`src/hdl/pgbk_pkg.sv`:
```
// shared types and codes for the path grouping unit
// no dependencies
package pgbk_pkg;

	localparam int KEY_W  = 64;
	localparam int IDX_W  = 6;
	localparam int CFG_W  = 2;
	localparam int CFGA_W = 1;

	// register indexes
	localparam logic [CFGA_W-1:0] CFG_GROUPING_MODE  = 1'd0;
	localparam logic [CFGA_W-1:0] CFG_MARGINAL_SPLIT = 1'd1;

	// grouping modes
	localparam logic [1:0] MODE_ALL_ONE = 2'd0;
	localparam logic [1:0] MODE_EACH    = 2'd1;
	localparam logic [1:0] MODE_BY_KEY  = 2'd2;

	typedef struct packed {
		logic [KEY_W-1:0] path_key;
		logic             is_marginal;
		logic             last_path;
	} path_t;

	typedef struct packed {
		logic [IDX_W-1:0] group_index;
		logic             new_group;
		logic             table_full;
	} result_t;

	// stored group entry
	typedef struct packed {
		logic [KEY_W-1:0] key;
		logic             marginal;
	} entry_t;

	// controller to datapath
	typedef struct packed {
		logic load;
		logic finish;
		logic hit;
	} ctrl_cmd_t;

	// datapath to controller
	typedef struct packed {
		logic skip;
		logic match;
		logic at_last;
	} dp_status_t;

endpackage

```
`src/hdl/pgbk_datapath.sv`:
```
// group table, key compare and result register for the path grouping unit
// depends on pgbk_pkg
module pgbk_datapath #(
	parameter int SLOT_CAP = 64
) (
	input  logic                        clk,
	input  logic                        arst_n,
	input  logic                        cfg_we,
	input  logic [pgbk_pkg::CFGA_W-1:0] cfg_idx,
	input  logic [pgbk_pkg::CFG_W-1:0]  cfg_data,
	input  pgbk_pkg::path_t             path,
	input  pgbk_pkg::ctrl_cmd_t         cmd,
	input  logic [$clog2(SLOT_CAP)-1:0] rd_addr,
	input  logic [$clog2(SLOT_CAP)-1:0] scan_idx,
	output pgbk_pkg::dp_status_t        status,
	output pgbk_pkg::result_t           result,
	output logic                        done
);
	import pgbk_pkg::*;

	localparam int AW = $clog2(SLOT_CAP);
	localparam int CW = $clog2(SLOT_CAP + 1);

	entry_t          mem [SLOT_CAP];
	entry_t          rd_data_q;
	logic [KEY_W-1:0] key_q;
	logic            marg_q;
	logic            last_q;
	logic [1:0]      mode_q;
	logic            split_q;
	logic [CW-1:0]   count_q;
	result_t         result_q;
	logic            done_q;
	logic            key_ok;
	logic            marg_ok;
	logic            has_room;

	// configuration registers
	always_ff @(posedge clk or negedge arst_n) begin
		if (!arst_n) begin
			mode_q  <= MODE_BY_KEY;
			split_q <= 1'b0;
		end else if (cfg_we) begin
			unique case (cfg_idx)
				CFG_GROUPING_MODE:  mode_q  <= cfg_data;
				CFG_MARGINAL_SPLIT: split_q <= cfg_data[0];
				default: ;
			endcase
		end
	end

	// path beat capture
	always_ff @(posedge clk) begin
		if (cmd.load) begin
			key_q  <= path.path_key;
			marg_q <= path.is_marginal;
			last_q <= path.last_path;
		end
	end

	// group table, one registered read per cycle
	always_ff @(posedge clk) begin
		rd_data_q <= mem[rd_addr];
		if (cmd.finish && !cmd.hit && has_room) begin
			mem[count_q[AW-1:0]] <= '{key: key_q, marginal: marg_q};
		end
	end

	// compare against the registered table entry at scan_idx, and derive room, skip and last-entry flags
	always_comb begin
		key_ok         = (mode_q == MODE_ALL_ONE) || (rd_data_q.key == key_q);
		marg_ok        = !split_q || (rd_data_q.marginal == marg_q);
		has_room       = (count_q < CW'(SLOT_CAP));
		status.skip    = (mode_q == MODE_EACH) || (count_q == '0);
		status.match   = key_ok && marg_ok;
		status.at_last = ((CW'(scan_idx) + CW'(1)) == count_q);
	end

	// group count and result register
	always_ff @(posedge clk or negedge arst_n) begin
		if (!arst_n) begin
			count_q <= '0;
			done_q  <= 1'b0;
		end else begin
			done_q <= cmd.finish;
			if (cmd.finish) begin
				if (last_q) begin
					count_q <= '0;
				end else if (!cmd.hit && has_room) begin
					count_q <= count_q + CW'(1);
				end
			end
		end
	end

	always_ff @(posedge clk) begin
		if (cmd.finish) begin
			if (cmd.hit) begin
				result_q.group_index <= IDX_W'(scan_idx);
				result_q.new_group   <= 1'b0;
				result_q.table_full  <= 1'b0;
			end else if (has_room) begin
				result_q.group_index <= IDX_W'(count_q);
				result_q.new_group   <= 1'b1;
				result_q.table_full  <= 1'b0;
			end else begin
				result_q.group_index <= IDX_W'(SLOT_CAP - 1);
				result_q.new_group   <= 1'b0;
				result_q.table_full  <= 1'b1;
			end
		end
	end

	assign result = result_q;
	assign done   = done_q;

endmodule

```
`config.mk`:
```
export PLATFORM = sky130hd
export DESIGN_NAME = pgbk_datapath
export DESIGN_NICKNAME = d
export VERILOG_FILES = /design/src/hdl/pgbk_pkg.sv /design/src/hdl/pgbk_datapath.sv
export SDC_FILE = /design/constraint.sdc
export NUM_CORES = 2
export LEC_CHECK = 0
export BUFFER_PORTS_ARGS = -buffer_cell sky130_fd_sc_hd__buf_2
export CAP_MARGIN = 20
export CORE_MARGIN = 2
export CORE_UTILIZATION = 25
export DETAILED_ROUTE_END_ITERATION = 8
export PLACE_DENSITY = 0.37
export SETUP_SLACK_MARGIN = 0.02
export SLEW_MARGIN = 5
export SYNTH_ARGS = -nofsm -noshare
export SYNTH_HDL_FRONTEND = slang
export SYNTH_MEMORY_MAX_BITS = 65536
export SYNTH_SLANG_ARGS = --single-unit
```
`constraint.sdc`:
```
create_clock -name clk -period 6.5 [get_ports clk]
set_input_delay 1.3 -clock clk [delete_from_list [all_inputs] [get_ports clk]]
set_output_delay 1.3 -clock clk [all_outputs]
set_load 0.01 [all_outputs]
```
# Yosys cells after proc, flatten, opt, wreduce, memory -nomap -nowiden
# Memory sizes are Yosys's and may differ from the RTL's. A register that Yosys moved wholly into a read port is not among the register bits.
# Cells that the tools add are included.
# totals
out_inout_bits,12
mem_count,1
elab_cells,40
inputBits,87
ram_bits,4160
ff_bits,85
# memory_table
name,depth,word_bits,read_ports,rd_clocked_by_memory_dff,wr,line_no,text
mem,64,65,1,1,1,pgbk_datapath.sv:24,entry_t mem [SLOT_CAP];
# op_classes
n_lt_le_gt_ge,1
add_sub_neg,2
n_reduce_logical,15
muxes,6
eq_ne,4
bitwise_logic,1
# ops
cell,n
$eq 64x64->1,1
$mux 8,2
$mux 7,2
$add 6x1->7 const B,1
$add 7x1->7 const B,1
$eq 7x7->1,1
$logic_not 7->1,1
$lt 7x7->1 const B,1
$reduce_and 2->1,3
$logic_and 1x1->1,4
$logic_or 1x1->1,3
$eq 2x1->1 const B,1
$logic_not 1->1,2
$logic_not 2->1,1
$mux 1,2
$reduce_bool 2->1,1
$eq 1x1->1,1
$not 1->1,1

# Depth between registers and ports, before layout
# logic_depth
word_depth,5
depth_mapped,10

# Worst setup path after synthesis
# No wires, ideal clock.
# synth_timing
path_kind,input -> register
startpoint,input port cmd[1] in the netlist's numbering
endpoint,"memory mem[63][0] in the netlist's numbering, enable pin"
arrival_ns,4.862
cell_stages,4
setup_slack_ns,1.149
path_buffers,1
path_cell_list,clkbuf_1 and4bb_2 nand3_1 nor2_1
# synth_via
elab_chain_len,4
# synth_rtl
element,line_no,text
"start, declared",pgbk_datapath.sv:12,"input pgbk_pkg::ctrl_cmd_t cmd,"
$logic_and 1x1->1 (2 in series),pgbk_datapath.sv:64,if (cmd.finish && !cmd.hit && has_room) begin
$mux 1,pgbk_datapath.sv:64,
$mux 1 (implied by the code),pgbk_datapath.sv:65,"mem[count_q[AW-1:0]] <= '{key: key_q, marginal: marg_q};"
"end, declared",pgbk_datapath.sv:24,
# No other way between the ends.

==> results by group <==
Run status
  • Outcome: complete, no violations

Critical path
  • CP Cell Sequence: buf_4 -> xor2_1 -> nor4_1 -> nand4_1 -> nor4_4 -> a2bb2oi_1 -> buf_2
  • CP max-delay cell: nor4_1
  • Crit path arrival time: roughly 4800 ps
  • Worst r2r path cells: 6
  • Setup crit end kind: output port
  • R2R Path End: mem[11][25]$_DFFE_PP_
  • Setup crit end: status[1]
  • Worst R2R Setup Slack: 2280 ps
  • Crit path launch type: flop
  • Crit Path Class: reg2out
  • CP required: between 5000 and 6000 ps
  • Critical Path Max Stage Delay: around 880 ps
  • Worst r2r src: count_q[6]$_DFFE_PN0P_
  • Crit path from: key_q[63]$_DFFE_PP_
  • CP Max Fanout: 65

Timing
  • Max Slew Vio Count: 0
  • Worst Max-Slew Pin Slew: 1340 ps
  • Fmax: about 160 MHz
  • Final hold vios: 0
  • Final period util: 0.9389
  • Rel. slew slack: 0.1069
  • Minimum clock period: just over 6000 ps
  • Setup_tns: 0 ps
  • Final setup fails: 0
  • RSZ-0062 raised after global routing: no
  • Clock Skews: between 70 and 80 ps

Placement
  • Final GP Congestion: 0.7321
  • # port buffers: 98
  • DP Wirelength: about 320 mm

Pwr
  • Pwr dens: 314.7 mW/mm²
  • Leakage: between 50 and 60 nW
  • Peak VDD IR: approximately 0.00025 V

Clock network
  • CTS hold repair buffers: 0
  • Worst-Skew Late Latency: 1030 ps
  • H-Tree Depth: 5
  • Worst-case clock buffer depth: 4
  • CTS tree: done
  • Num CTS Buffers: about 470
  • Cts repair resizes: 0
  • Post-CTS Setup Repair Bufs: 0
  • Root Driver: clkbuf_16
  • Reg clk slew, reported paths: 60 ps
  • Clock sink count: about 4,300

Floorplanning
  • IO Count: approximately 100
  • Placement Rows: approximately 300
  • Die area: about 0.65 mm²
  • Starting Density: 0.2508
  • Horiz. Die Dim: 808.5 µm
  • Core ar.: 0.6452 mm²
  • Die height: 808.5 µm

Route
  • ANT nets after route: 0
  • DRT Pass-1 Iters: 5
  • Final WL: 576.1 mm
  • Vias: 78,924
  • Drt via density: approximately 4.8
  • Mean routed wirelength per cell: 34.97 µm
  • Residual DRC: 0
  • DRT iter0 DRCs: 8,311

Synth
  • Ys async rst share: 0.002552
  • #FFs+latches synth: 4,310
  • Post-synthesis cell type count: 47
  • Synthesized area: 0.1618 mm²
  • Mean post-synth cell area: between 20 and 25 µm²
  • Synth Net Count: approximately 7,000
  • EDFF count, synth: about 4,200
  • Post-synthesis sequential area ratio: 0.7955
  • Warnings, synthesis: 0
  • Ys flop type: edfxtp_1
  • Syn Inst Count: a little under 7,000

GRT
  • Pin count of the biggest net entering global routing: 90
  • Global-route wire length before repair: between 700 and 800 mm
  • Gr ovfl total: 0
  • Vias in the first global route: around 82,000
  • Initial antenna violation count: 55
  • Total GRT Usage: 0.1717

Layout
  • Nets: ~7,500
  • Layout filler cell count: about 63,000
  • Most common cell after layout, fill and taps aside: edfxtp_1
  • Most frequent cells in the layout: edfxtp_1, mux4_2, clkbuf_16
  • Final core occ: 0.2964
  • Share of cells above drive strength 1: 0.2893
  • Area Overhead vs Synth: 18.17%

Job
  • Max_cap viols: 0

Min path
  • Hold WC Path Type: in2async
worst max-delay path, delay by kind of cell (launching register included):
family,cells,cell delay [ps]
xor gates and xnor gates,1,350
buffers and inverters,2,730
and+or+nand+nor,3,1920
DFF,1,350
AOI/OAI and AO/OA,1,370
layer usage:
layer / track usage / routed length (µm) / part of all wire / up-vias
li1: - / - / - / 30946
met1: 0.2407 / 257500 / 0.45 / 45129
met5: 0 / 57 / 0.000099 / -
met2: 0.2895 / 280900 / 0.49 / 2269
met4: 0.03210 / 11660 / 0.020 / 8
met3: 0.02028 / 25960 / 0.045 / 572
power breakdown:
part	switching (mW)	internal, mW
clock	11.4	14.6
combinational	2.17	0.981
sequential	0.111	30.9
area by class of cell:
| type | count | area, µm² | area share |
|---|---|---|---|
| flip-flops and latches | 4310 | 128700 | 0.6732 |
| multi-input cells | 2157 | 31700 | 0.1658 |
| repair buffers | 491 | 5084 | 0.02659 |
| inverters | 7 | 26.28 | 0.0001374 |
| clock buffers | 632 | 12660 | 0.06623 |
| well taps | 8613 | 10780 | 0.05636 |
| clock inverters | 249 | 2200 | 0.01150 |
| diodes | 16 | 40.04 | 0.0002094 |
kinds of logic after synthesis:
logic type | Yosys count | synth area share
compound gates | 606 | 0.02690
xor+xnor | 77 | 0.004168
fa+ha+maj | 3 | 0.0002320
buf+inv | 395 | 0.01229
flops | 4310 | 0.7955
mux | 1118 | 0.1496
simple gates | 353 | 0.01126
cells in the mapped netlist, drive strengths merged, types with 3 or more instances:
library cell  instances  area (µm²)
dfxtp                65        1301
and3                 48       300.3
nor2                 80       300.3
nand3               118       590.6
a22oi               260        1952
or3b                  3       26.28
a211o                15       131.4
o221ai               75       656.9
a21oi                 8       40.04
a31oi                20       125.1
or2                   3       18.77
nor2b                39       244.0
or3                   3       18.77
mux2                  4       45.04
xor2                 72       630.6
ha                    3       37.54
edfxtp             4234      127100
o22ai               130       813.3
nand4                 4       25.02
a211oi               48       360.4
nand3b                3       22.52
and2                  3       18.77
nand2                22       82.58
nor4                 18       112.6
nand2b                7       43.79
buf                 225        1346
mux4               1040       23420
xnor2                 5       43.79
o21ai                44       220.2
clkbuf              163       615.6
dfrtp                10       250.2
mux2i                74       740.7
inv                   7       26.28
worst min path at each step:
stage	startpoint	endpoint	slack (ps)	depth (start not counted)
6_report	arst_n	done$_DFF_PN0_	130	1
5_1_grt	arst_n	done$_DFF_PN0_	80	1
4_1_cts	arst_n	done$_DFF_PN0_	20	1
3_5_place_dp	key_q[38]$_DFFE_PP_	mem[24][39]$_DFFE_PP_	500	0
3_3_place_gp	key_q[38]$_DFFE_PP_	mem[24][39]$_DFFE_PP_	490	0
2_1_floorplan	split_q$_DFFE_PN0P_	split_q$_DFFE_PN0P_	480	1
through the flow:
stage | hold slack (ps) | instance area (µm²) | worst slack, ps | total power, mW | cells
after CTS | 19.26 | 191100 | 224.7 | 61.00 | 16457
final | 130.2 | 191200 | 397.2 | 60.17 | 16475
after detailed placement | 500.6 | 176300 | 1356 | 34.86 | 15576
after global placement | 487.3 | 176000 | 483.4 | 34.79 | 15560
after global routing | 81.67 | 191200 | 101.4 | 62.07 | 16468
after floorplan | 480.3 | 161800 | 1149 | 33.24 | 6862
flip-flops by register name, indices dropped and copies added, names as in the netlist, 2 cells and up:
register	flops
mem	4160
rd_data_q	65
key_q	64
mode_q	2
result	8
count_q	7
Note: power is estimated with default switching activity, not from simulation.
