[src/hdl/pgbk_pkg.sv]
// shared types and codes for the path grouping unit
// no dependencies
package pgbk_pkg;

	localparam int KEY_W  = 64;
	localparam int IDX_W  = 6;
	localparam int CFG_W  = 2;
	localparam int CFGA_W = 1;

	// register indexes
	localparam logic [CFGA_W-1:0] CFG_GROUPING_MODE  = 1'd0;
	localparam logic [CFGA_W-1:0] CFG_MARGINAL_SPLIT = 1'd1;

	// grouping modes
	localparam logic [1:0] MODE_ALL_ONE = 2'd0;
	localparam logic [1:0] MODE_EACH    = 2'd1;
	localparam logic [1:0] MODE_BY_KEY  = 2'd2;

	typedef struct packed {
		logic [KEY_W-1:0] path_key;
		logic             is_marginal;
		logic             last_path;
	} path_t;

	typedef struct packed {
		logic [IDX_W-1:0] group_index;
		logic             new_group;
		logic             table_full;
	} result_t;

	// stored group entry
	typedef struct packed {
		logic [KEY_W-1:0] key;
		logic             marginal;
	} entry_t;

	// controller to datapath
	typedef struct packed {
		logic load;
		logic finish;
		logic hit;
	} ctrl_cmd_t;

	// datapath to controller
	typedef struct packed {
		logic skip;
		logic match;
		logic at_last;
	} dp_status_t;

endpackage

[src/hdl/pgbk_ctrl.sv]
// scan sequencer for the path grouping unit
// depends on pgbk_pkg
module pgbk_ctrl #(
	parameter int SLOT_CAP = 64
) (
	input  logic                        clk,
	input  logic                        arst_n,
	input  logic                        start,
	output logic                        busy,
	input  pgbk_pkg::dp_status_t        status,
	output pgbk_pkg::ctrl_cmd_t         cmd,
	output logic [$clog2(SLOT_CAP)-1:0] rd_addr,
	output logic [$clog2(SLOT_CAP)-1:0] scan_idx
);
	import pgbk_pkg::*;

	localparam int AW = $clog2(SLOT_CAP);

	localparam logic ST_IDLE = 1'b0;
	localparam logic ST_SCAN = 1'b1;

	logic          state_q;
	logic          state_d;
	logic [AW-1:0] idx_q;
	logic [AW-1:0] idx_d;

	// next state and commands
	always_comb begin
		state_d = state_q;
		idx_d   = idx_q;
		cmd     = '0;
		rd_addr = '0;
		unique case (state_q)
			ST_IDLE: begin
				if (start) begin
					cmd.load = 1'b1;
					idx_d    = '0;
					state_d  = ST_SCAN;
				end
			end
			ST_SCAN: begin
				rd_addr = idx_q + AW'(1);
				if (status.skip) begin
					cmd.finish = 1'b1;
					state_d    = ST_IDLE;
				end else if (status.match) begin
					cmd.finish = 1'b1;
					cmd.hit    = 1'b1;
					state_d    = ST_IDLE;
				end else if (status.at_last) begin
					cmd.finish = 1'b1;
					state_d    = ST_IDLE;
				end else begin
					idx_d = idx_q + AW'(1);
				end
			end
			default: state_d = ST_IDLE;
		endcase
	end

	// state registers
	always_ff @(posedge clk or negedge arst_n) begin
		if (!arst_n) begin
			state_q <= ST_IDLE;
			idx_q   <= '0;
		end else begin
			state_q <= state_d;
			idx_q   <= idx_d;
		end
	end

	assign busy     = (state_q == ST_SCAN);
	assign scan_idx = idx_q;

endmodule

[config.mk]
export PLATFORM = sky130hd
export DESIGN_NAME = pgbk_ctrl
export DESIGN_NICKNAME = d
export VERILOG_FILES = /design/src/hdl/pgbk_pkg.sv /design/src/hdl/pgbk_ctrl.sv
export SDC_FILE = /design/constraint.sdc
export NUM_CORES = 1
export LEC_CHECK = 0
export ABC_CLOCK_PERIOD_IN_PS = 3540
export BUFFER_PORTS_ARGS = -buffer_cell sky130_fd_sc_hd__buf_2
export CORE_AREA = 5 5 42 44
export CTS_CLUSTER_DIAMETER = 30
export DETAILED_ROUTE_END_ITERATION = 16
export DIE_AREA = 0 0 47 49
export GPL_TIMING_DRIVEN = 0
export MAX_ROUTING_LAYER = met4
export PLACE_DENSITY = 0.65
export SYNTH_ARGS = -nofsm -noshare
export SYNTH_HDL_FRONTEND = slang
export SYNTH_SLANG_ARGS = --single-unit
[constraint.sdc]
create_clock -name clk -period 3.54 [get_ports clk]
set_clock_uncertainty 0.1 [all_clocks]
set_input_delay 0.177 -clock clk [delete_from_list [all_inputs] [get_ports clk]]
set_output_delay 0.177 -clock clk [all_outputs]
set_load 0.02 [all_outputs]
# Yosys cells after proc, flatten, opt, wreduce, memory -nomap -nowiden
# Cells that the tools add are included.
[word_totals] regBits=7 inputBits=6
[classes] add_sub_neg=1 n_eq_ne=4 n_mux=18 n_bitwise=1 n_reduce_logical=1
[op_table] cell="6-bit two-way mux" n=5
[op_table] cell="6-bit case mux with 2 select lines" n=1
[op_table] cell="1-bit two-way mux" n=10
[op_table] cell="2-bit inequality test, second input constant" n=4
[op_table] cell="6-bit by 1-bit adder with 6-bit output, second input constant" n=1
[op_table] cell="4-bit AND reduction" n=1
[op_table] cell="2-bit two-way mux" n=1
[op_table] cell="1-bit case mux with 2 select lines" n=1
[op_table] cell="1-bit inverter" n=1

# Logic depth before layout (Yosys ltp)
# Gate-level depths: netlist of the first run.
[depth] word_depth=5 ltp_mapped=5 ltp_nobuf=4

# Worst setup path before layout of the first run
# OpenSTA, ideal clock, no wires.
[synth_timing] path_type="reg-to-reg" startpoint="register idx_q[0] (netlist: scan_idx[0])" endpoint="register idx_q[4] (netlist: scan_idx[4])" setup_time_ns=0.067 arrival_ns=1.563 required_ns=3.373 path_slack_ns=1.810 path_stages_with_launch=5 n_path_buf=0 path_cell_list="dfrtp_1 ha_1 nand3_1 mux2i_1 mux2_2"
[synth_via] elab_chain_cells=5
[synth_lines] element="start, declared" line="pgbk_ctrl.sv:24" text="logic [AW-1:0] idx_q;"
[synth_lines] element="start signal, assigned" line="pgbk_ctrl.sv:68" text="idx_q <= idx_d;"
[synth_lines] element="6-bit by 1-bit adder with 6-bit output" line="pgbk_ctrl.sv:54" text="idx_d = idx_q + AW'(1);"
[synth_lines] element="6-bit two-way mux" line="pgbk_ctrl.sv:50" text="end else if (status.at_last) begin"
[synth_lines] element="6-bit two-way mux" line="pgbk_ctrl.sv:46" text="end else if (status.match) begin"
[synth_lines] element="6-bit two-way mux" line="pgbk_ctrl.sv:43" text="if (status.skip) begin"
[synth_lines] element="6-bit case mux with 2 select lines" line="pgbk_ctrl.sv:33" text="unique case (state_q)"
# Every way passes these cells. The select of a mux whose other input is x is not followed.
# A chain may end at the register's enable or synchronous reset.

# Worst setup path after layout of the first run
[layout_timing] startpoint="register idx_q[0] (netlist: scan_idx[0])" endpoint="output port rd_addr[4]"
[layout_via] elab_chain_cells=2
[layout_lines] element="6-bit by 1-bit adder with 6-bit output" line="pgbk_ctrl.sv:42" text="rd_addr = idx_q + AW'(1);"
[layout_lines] element="6-bit two-way mux" line="pgbk_ctrl.sv:33"
[layout_lines] element="end, declared" line="pgbk_ctrl.sv:12" text="output logic [$clog2(SLOT_CAP)-1:0] rd_addr,"
# Every way passes these cells.

==> out/metrics.json, run 1 <==
{
  "worstSetupStartpointType": "flip-flop",
  "reg2reg_depth": 5,
  "clock_tree_from_tritoncts": "built",
  "yosysTopAreaCell": "sky130_fd_sc_hd__dfrtp_1",
  "largest_net_degree_at_the_start_of_global_routing": 11,
  "numPortBuffers": 21,
  "max_cap_violations": 0,
  "finalCritPeriodShare": 0.505,
  "core_um2": 1400,
  "tightestPinTransition_ns": 0.453,
  "die-area_um2": 2300,
  "ys_types": 24,
  "netSwitchingFraction": 0.343,
  "grt_setup_unrepaired": "false",
  "status": "finished clean",
  "reg2reg_setup_slack_ns": 1.87,
  "synthMostInstantiatedCell": "sky130_fd_sc_hd__dfrtp_1",
  "primary_flip_flop_cell_chosen_by_synthesis_mapping": "sky130_fd_sc_hd__dfrtp_1",
  "finalNonFillerCells": 93,
  "drive_above_1_share": 0.377,
  "p_leak_nw": 0.324,
  "grt_pass1_vias": 428,
  "wire_length_of_the_first_global_routing_pass_um": 1900,
  "cts_repair_resize_count": 0,
  "antenna_found_initial": 0,
  "holdCritStartpoint": "start",
  "crit_arrival_ns": 1.51,
  "synth_largest_type_area_fraction": 0.386,
  "finalHoldViolations": 0,
  "worst_skew_pair.late_latency_ns": 0.26,
  "chipWidth_um": 47,
  "timing_max_transition_violations_final": 0,
  "max_clock_freq_mhz": 559,
  "post_synth.cell_area_avg_um2": 8.91,
  "cellPowerDensity_nw_per_um2": 380,
  "worst_hold_path.num_cells": 2,
  "p_comb_frac": 0.265,
  "clock_power_share": 0.334,
  "holdPathEnd": "scan_idx[0]$_DFFE_PN0P_",
  "drt_iter0_drc": 9,
  "syn-instance-count": 51,
  "post-layout-total-power_uw": 234,
  "initial_core_util": 0.324,
  "cpPeakStageDelay_ns": 0.46,
  "cts_made_buffers": 3,
  "final_worst_path_period_need_ns": 1.79,
  "number_of_enable_type_register_cells_in_the_synthesized_netlist": 0,
  "synth_fp_nets": 58,
  "worstSetupStartpoint": "scan_idx[0]$_DFFE_PN0P_",
  "route.antenna.remaining_nets": 0,
  "clk_transition_reported_paths_ns": 0.06,
  "synth.cells.most_frequent": "7 x sky130_fd_sc_hd__dfrtp_1, 6 x sky130_fd_sc_hd__nand2_1, 5 x sky130_fd_sc_hd__nand3_1, 4 x sky130_fd_sc_hd__inv_1, 4 x sky130_fd_sc_hd__nor2_1",
  "cp_cell_sequence": "ha_1 > nand3_1 > mux2i_1 > buf_2",
  "placed_cells": 88,
  "crit-reg2reg-capture": "scan_idx[2]$_DFFE_PN0P_",
  "totalWireLength_um": 1140,
  "grt.total_usage": 0.115,
  "place_congestion": 0.712,
  "critical_path.max_fanout": 8,
  "cts_max_level": 1,
  "power_switching_uw": 80.4,
  "timing.setup.tns_ns": 0,
  "clock_buffer_depth": 2,
  "remaining_design_rule_violation_count": 0,
  "std_cell_rows": 14,
  "worst_voltage_drop_across_the_vdd_grid_v": 0.000185,
  "diode_insertion_count_for_antenna_repair": 0,
  "clock_sinks": 7,
  "ys_seq_elements": 7,
  "dieHeight_um": 49,
  "final_util": 0.439,
  "worstReg2RegStart": "busy$_DFF_PN0_",
  "timing.setup.critical_path_class": "reg2out",
  "power.internal_uw": 154,
  "firstDrtPassIters": 4,
  "worst_setup_path_end_kind": "output port",
  "crit_slowest_cell": "sky130_fd_sc_hd__dfrtp_1",
  "io-pin-count": 22,
  "num_vias": 477,
  "synth_sequential_area_ratio": 0.386,
  "ys_warn_count": 0,
  "design.final.nets": 85,
  "post_synth_instance_area_um2": 454,
  "synth_top_cells_by_area": "sky130_fd_sc_hd__dfrtp_1 39%, sky130_fd_sc_hd__nand3_1 5.5%, sky130_fd_sc_hd__mux2_2 5.0%",
  "seqPwrFrac": 0.400,
  "timing.critical_path.required_ns": 3.26,
  "min-delay-path-class": "in2reg",
  "routedWlPerCell_um": 12.3,
  "vias_per_cell": 5.13,
  "buffer_type_at_the_clock_tree_root": "sky130_fd_sc_hd__clkbuf_4",
  "finalSetupViolations": 0,
  "area_growth_pct": 35.5,
  "slew_headroom": 0.696,
  "hold-worst-slack_ns": 0.0270,
  "grt.overflow.total": 0,
  "postSynth.asyncResetShare": 1.00
}
## flip-flops by register name, summed over array words and instances, names as in the netlist
signal and cells:
scan_idx 6, busy 1
## kinds of logic after synthesis
logic type,after synthesis,share of synthesized area
and+or+nand+nor,23,0.270
AOI/OAI and AO/OA,10,0.149
DFF,7,0.386
buffers and inverters,5,0.0578
muxes,3,0.0716
xor gates and xnor gates,2,0.0386
adders and majority gates,1,0.0275
## power groups by stage
stage	clock network, mW	registers [mW]	logic, mW
2_1_floorplan	0	0.102	0.0324
3_3_place_gp	0	0.0953	0.0617
3_5_place_dp	0	0.0954	0.0623
4_1_cts	0.0811	0.0940	0.0633
5_1_grt	0.0863	0.0951	0.0684
6_report	0.0783	0.0938	0.0621
## worst max path at each step
| stage | cells after the start | slack [ns] | to |
|---|---|---|---|
| finish | 4 | 1.75 | rd_addr[4] |
| global route | 4 | 1.65 | rd_addr[4] |
| CTS | 4 | 1.74 | rd_addr[4] |
| detailed placement | 5 | 1.87 | scan_idx[2]$_DFFE_PN0P_ |
| global placement | 5 | 1.89 | scan_idx[4]$_DFFE_PN0P_ |
| floorplan | 4 | 1.81 | scan_idx[4]$_DFFE_PN0P_ |
## metrics by stage
| step | setup WS (ns) | cell area, um^2 |
|---|---|---|
| 2_1_floorplan | 1.81 | 454 |
| 3_3_place_gp | 1.89 | 579 |
| 3_5_place_dp | 1.87 | 579 |
| 4_1_cts | 1.74 | 616 |
| 5_1_grt | 1.65 | 616 |
| 6_report | 1.75 | 616 |
## cell type report
cell class                 count  area, um^2
sequential                     7         175
timing repair buffer          22         115
tap                           16        20.0
inverter                       4        15.0
buffer                         1        11.3
fill                         146         786
clock buffer                   4        26.3
multi-input combinational     39         253
## what timing repair did
item / CTS / global route
hold endpoints to repair: 7 / 0
buffers inserted: 0 / 0
hold buffers: 1 / 0
## cell usage in the layout, fill, tap and decap left out
cell type,netlist,routed
sky130_fd_sc_hd__buf_2,0,21
sky130_fd_sc_hd__dfrtp_1,7,7
sky130_fd_sc_hd__nand2_1,6,6
sky130_fd_sc_hd__nand3_1,5,5
sky130_fd_sc_hd__inv_1,4,4
sky130_fd_sc_hd__nor2_1,4,4
sky130_fd_sc_hd__a21oi_1,3,3
sky130_fd_sc_hd__clkbuf_4,0,3
sky130_fd_sc_hd__nand2b_1,2,2
sky130_fd_sc_hd__xnor2_1,2,2
sky130_fd_sc_hd__o22ai_1,2,2
sky130_fd_sc_hd__mux2_2,2,2
sky130_fd_sc_hd__buf_6,1,1
sky130_fd_sc_hd__or2b_1,1,1
sky130_fd_sc_hd__mux2i_1,1,1
sky130_fd_sc_hd__and2_1,1,1
sky130_fd_sc_hd__o21ai_0,1,1
sky130_fd_sc_hd__nand4b_1,1,1
sky130_fd_sc_hd__or2_2,1,1
sky130_fd_sc_hd__nor3_1,1,1
sky130_fd_sc_hd__or4b_4,1,1
sky130_fd_sc_hd__a22oi_1,1,1
sky130_fd_sc_hd__o211ai_1,1,1
sky130_fd_sc_hd__a2111o_1,1,1
sky130_fd_sc_hd__a22o_1,1,1
sky130_fd_sc_hd__ha_1,1,1
sky130_fd_sc_hd__clkbuf_1,0,1
sky130_fd_sc_hd__dlygate4sd3_1,0,1
## per-layer routing
layer	part of all wire	up-vias	track usage
met3	0.051	2	0.0221
li1	-	237	-
met1	0.45	226	0.154
met2	0.48	12	0.154
met4	0.019	0	0.0691
met5	0	-	-
## worst max-delay path: cells and delay by family (launching register included)
kind | cells | cell delay [ns]
DFF | 1 | 0.46
adders and majority gates | 1 | 0.26
buffers and inverters | 1 | 0.20
muxes | 1 | 0.22
and+or+nand+nor | 1 | 0.10
Power figures use the tool's default switching activity.
==> run 2: changes to the inputs <==
ABC_AREA = 1   (was not set)
ABC_CLOCK_PERIOD_IN_PS = 1600   (was 3540)
PLACE_DENSITY = 0.69   (was 0.65)
clock period = 1.6 ns   (was 3.54 ns; I/O delays follow)
==> run 2 against run 1 <==
Net effect: clock power up 100%; setup slack worse by 1.7 ns; first-iteration DRC count unchanged; final area up 12%; critical path depth up 3.
==> out/metrics.json, run 2 <==
{
  "worst_voltage_drop_across_the_vdd_grid_v": 0.000624,
  "p_comb_frac": 0.575,
  "core_um2": 1400,
  "route.antenna.remaining_nets": 0,
  "yosysTopAreaCell": "sky130_fd_sc_hd__dfrtp_1",
  "synth_sequential_area_ratio": 0.367,
  "critical_path.max_fanout": 4,
  "p_leak_nw": 0.385,
  "crit_slowest_cell": "sky130_fd_sc_hd__dfrtp_2",
  "ys_warn_count": 0,
  "reg2reg_depth": 6,
  "crit_arrival_ns": 1.32,
  "post_synth_instance_area_um2": 477,
  "vias_per_cell": 4.68,
  "crit-reg2reg-capture": "scan_idx[4]$_DFFE_PN0P_",
  "drt_iter0_drc": 9,
  "cp_cell_sequence": "buf_4 > inv_1 > nor2_2 > nand2_1 > nand2_1 > nor2_1 > buf_2",
  "primary_flip_flop_cell_chosen_by_synthesis_mapping": "sky130_fd_sc_hd__dfrtp_1",
  "finalSetupViolations": 0,
  "holdPathEnd": "scan_idx[0]$_DFFE_PN0P_",
  "critical_path.n_buffers_inverters": 3,
  "clock_buffer_depth": 2,
  "number_of_enable_type_register_cells_in_the_synthesized_netlist": 0,
  "initial_core_util": 0.340,
  "final_common_cell": "sky130_fd_sc_hd__buf_2",
  "worst_hold_path.num_cells": 4,
  "post-layout-total-power_mw": 1.00,
  "timing.critical_path.required_ns": 1.42,
  "area_growth_pct": 44.6,
  "num_vias": 501,
  "adder_cell_area_share_of_the_yosys_netlist": 0.0262,
  "power_switching_uw": 480,
  "finalCritPeriodShare": 0.938,
  "cell_area_after_layout_um2": 689,
  "clk_transition_reported_paths_ns": 0.05,
  "share_of_the_synthesized_area_in_compound_gates_ao_oa_aoi_oai": 0.144,
  "ys_types": 18,
  "path_depth": 7,
  "synth.cells.most_frequent": "17 x sky130_fd_sc_hd__nand2_1, 7 x sky130_fd_sc_hd__dfrtp_1, 7 x sky130_fd_sc_hd__inv_1, 7 x sky130_fd_sc_hd__nor2_1, 4 x sky130_fd_sc_hd__nand3_1",
  "die-area_um2": 2300,
  "dieHeight_um": 49,
  "io-pin-count": 22,
  "chipWidth_um": 47,
  "slew_headroom": 0.855,
  "dp_hpwl_um": 879,
  "tightestPinTransition_ns": 0.217,
  "synth_fp_nets": 68,
  "grt_pass1_vias": 436,
  "remaining_design_rule_violation_count": 0,
  "min-delay-path-class": "in2reg",
  "timing_max_transition_violations_final": 0,
  "place_congestion": 0.741,
  "max_cap_violations": 0,
  "diode_insertion_count_for_antenna_repair": 0,
  "worst_setup_path_end_kind": "output port",
  "clock_power_share": 0.159,
  "post_synth.cell_area_avg_um2": 7.81,
  "worstReg2RegStart": "scan_idx[1]$_DFFE_PN0P_",
  "antenna_found_initial": 0,
  "synth_largest_type_area_fraction": 0.367,
  "grt.total_usage": 0.112,
  "dpl-instance-area_um2": 602,
  "numPortBuffers": 21,
  "synthMostInstantiatedCell": "sky130_fd_sc_hd__nand2_1",
  "synth_top_family_by_area": "simple AND/OR/NAND/NOR gates",
  "status": "finished clean",
  "ys_seq_elements": 7,
  "drive_above_1_share": 0.462,
  "cpPeakStageDelay_ns": 0.44,
  "cts_max_level": 1,
  "wire_length_of_the_first_global_routing_pass_um": 1830,
  "buffer_type_at_the_clock_tree_root": "sky130_fd_sc_hd__clkbuf_4",
  "multiplexer_fraction_of_the_synthesized_cell_area": 0,
  "largest_register_ff_count": 6,
  "routedWlPerCell_um": 10.7,
  "cts_made_buffers": 3,
  "reg2reg_setup_slack_ns": 0.33,
  "synthXorXnorAreaFrac": 0,
  "worstSetupStartpointType": "flip-flop",
  "postSynth.asyncResetShare": 1.00,
  "synth_top_cells_by_area": "sky130_fd_sc_hd__dfrtp_1 37%, sky130_fd_sc_hd__nand2_1 13%, sky130_fd_sc_hd__inv_1 5.5%",
  "std_cell_rows": 14,
  "final_worst_path_period_need_ns": 1.50,
  "design.final.nets": 99,
  "firstDrtPassIters": 3,
  "clock_tree_from_tritoncts": "built",
  "syn-instance-count": 61,
  "post_synth_and_or_nand_nor_area_fraction": 0.370,
  "gate_family_responsible_for_the_most_delay_along_the_worst_path": "flip-flops",
  "holdCritStartpoint": "status[1]",
  "max_clock_freq_mhz": 666,
  "grt.overflow.total": 0,
  "worst_skew_pair.late_latency_ns": 0.25,
  "timing.setup.critical_path_class": "reg2out",
  "totalWireLength_um": 1150,
  "clock_sinks": 7,
  "mostFrequentLayoutCells": "20 x sky130_fd_sc_hd__buf_2, 17 x sky130_fd_sc_hd__nand2_1, 7 x sky130_fd_sc_hd__inv_1",
  "netSwitchingFraction": 0.479,
  "finalHoldViolations": 0,
  "cellPowerDensity_nw_per_um2": 1450,
  "power.internal_uw": 522,
  "largest_net_degree_at_the_start_of_global_routing": 11,
  "critPathMostFrequentCell": "sky130_fd_sc_hd__nand2_1",
  "seqPwrFrac": 0.266
}
run 2: changes by cell type in the layout (fill, tap and decap cells not counted), moves of 3 or more:
cell and delta:
sky130_fd_sc_hd__buf_4 +5, sky130_fd_sc_hd__nand2_1 +11, sky130_fd_sc_hd__dfrtp_1 -3, sky130_fd_sc_hd__inv_1 +3
sky130_fd_sc_hd__dfrtp_2 +3
run 2: area by class of cell:
type	count	area [um^2]
Inverter	8	32.5
Fill cell	151	712
Buffer	1	11.3
Tap cell	16	20.0
Multi-Input combinational cell	45	273
Timing Repair Buffer	26	148
Clock buffer	4	26.3
Sequential cell	7	179
run 2: metal layers:
layer,GRT usage,share of wire,up-vias,wire [um]
li1,-,-,258,-
met1,0.146,0.43,218,498
met2,0.154,0.45,21,510
met3,0.0332,0.10,4,118
met4,0.0553,0.016,0,18
met5,-,0,-,0
run 2: worst max path at each step:
stage	startpoint	endpoint	slack (ns)
6_report	scan_idx[0]$_DFFE_PN0P_	rd_addr[3]	0.1
5_1_grt	scan_idx[0]$_DFFE_PN0P_	rd_addr[3]	-0.003
4_1_cts	scan_idx[1]$_DFFE_PN0P_	rd_addr[4]	0.003
3_5_place_dp	scan_idx[0]$_DFFE_PN0P_	rd_addr[4]	0.27
3_3_place_gp	scan_idx[0]$_DFFE_PN0P_	rd_addr[4]	0.29
2_1_floorplan	scan_idx[1]$_DFFE_PN0P_	scan_idx[2]$_DFFE_PN0P_	0.09
run 2: logic make-up after synthesis:
group	after synthesis
buffers and inverters	9
flip-flops	7
AND/OR/NAND/NOR	35
adder cells (fa/ha/maj)	1
AO/OA/AOI/OAI	9
run 2: what timing repair did:
item,in CTS,in global routing
hold endpoints to repair,7,0
pin swaps,0,3
hold buffers,1,0
gates resized for setup,1,6
endpoints found under the setup margin,1,3
setup buffers,1,3
run 2: metrics by stage:
step	TNS [ns]	cells	util	hold WS, ns	setup WS [ns]
2_1_floorplan	0	61	-	-0.316	0.0881
3_3_place_gp	0	98	0.429	-0.176	0.290
3_5_place_dp	0	98	0.429	-0.176	0.267
4_1_cts	0	104	0.463	0.0340	0.00261
5_1_grt	-0.00571	107	0.492	0.0781	-0.00310
6_report	0	107	0.492	0.0331	0.0993
run 2: worst reg2reg max path, cell delays in order (launching register included):
cell	delay, ns
sky130_fd_sc_hd__dfrtp_2	0.42
sky130_fd_sc_hd__ha_4	0.17
sky130_fd_sc_hd__nand2_1	0.05
sky130_fd_sc_hd__o21bai_1	0.11
sky130_fd_sc_hd__nand3_1	0.11
sky130_fd_sc_hd__buf_4	0.15
sky130_fd_sc_hd__o21ai_2	0.10
run 2: power groups by stage:
stage,combinational [mW],clock [mW],sequential (mW)
2_1_floorplan,0.347,0,0.296
3_3_place_gp,0.530,0,0.255
3_5_place_dp,0.528,0,0.257
4_1_cts,0.549,0.166,0.254
5_1_grt,0.633,0.174,0.273
6_report,0.576,0.159,0.266
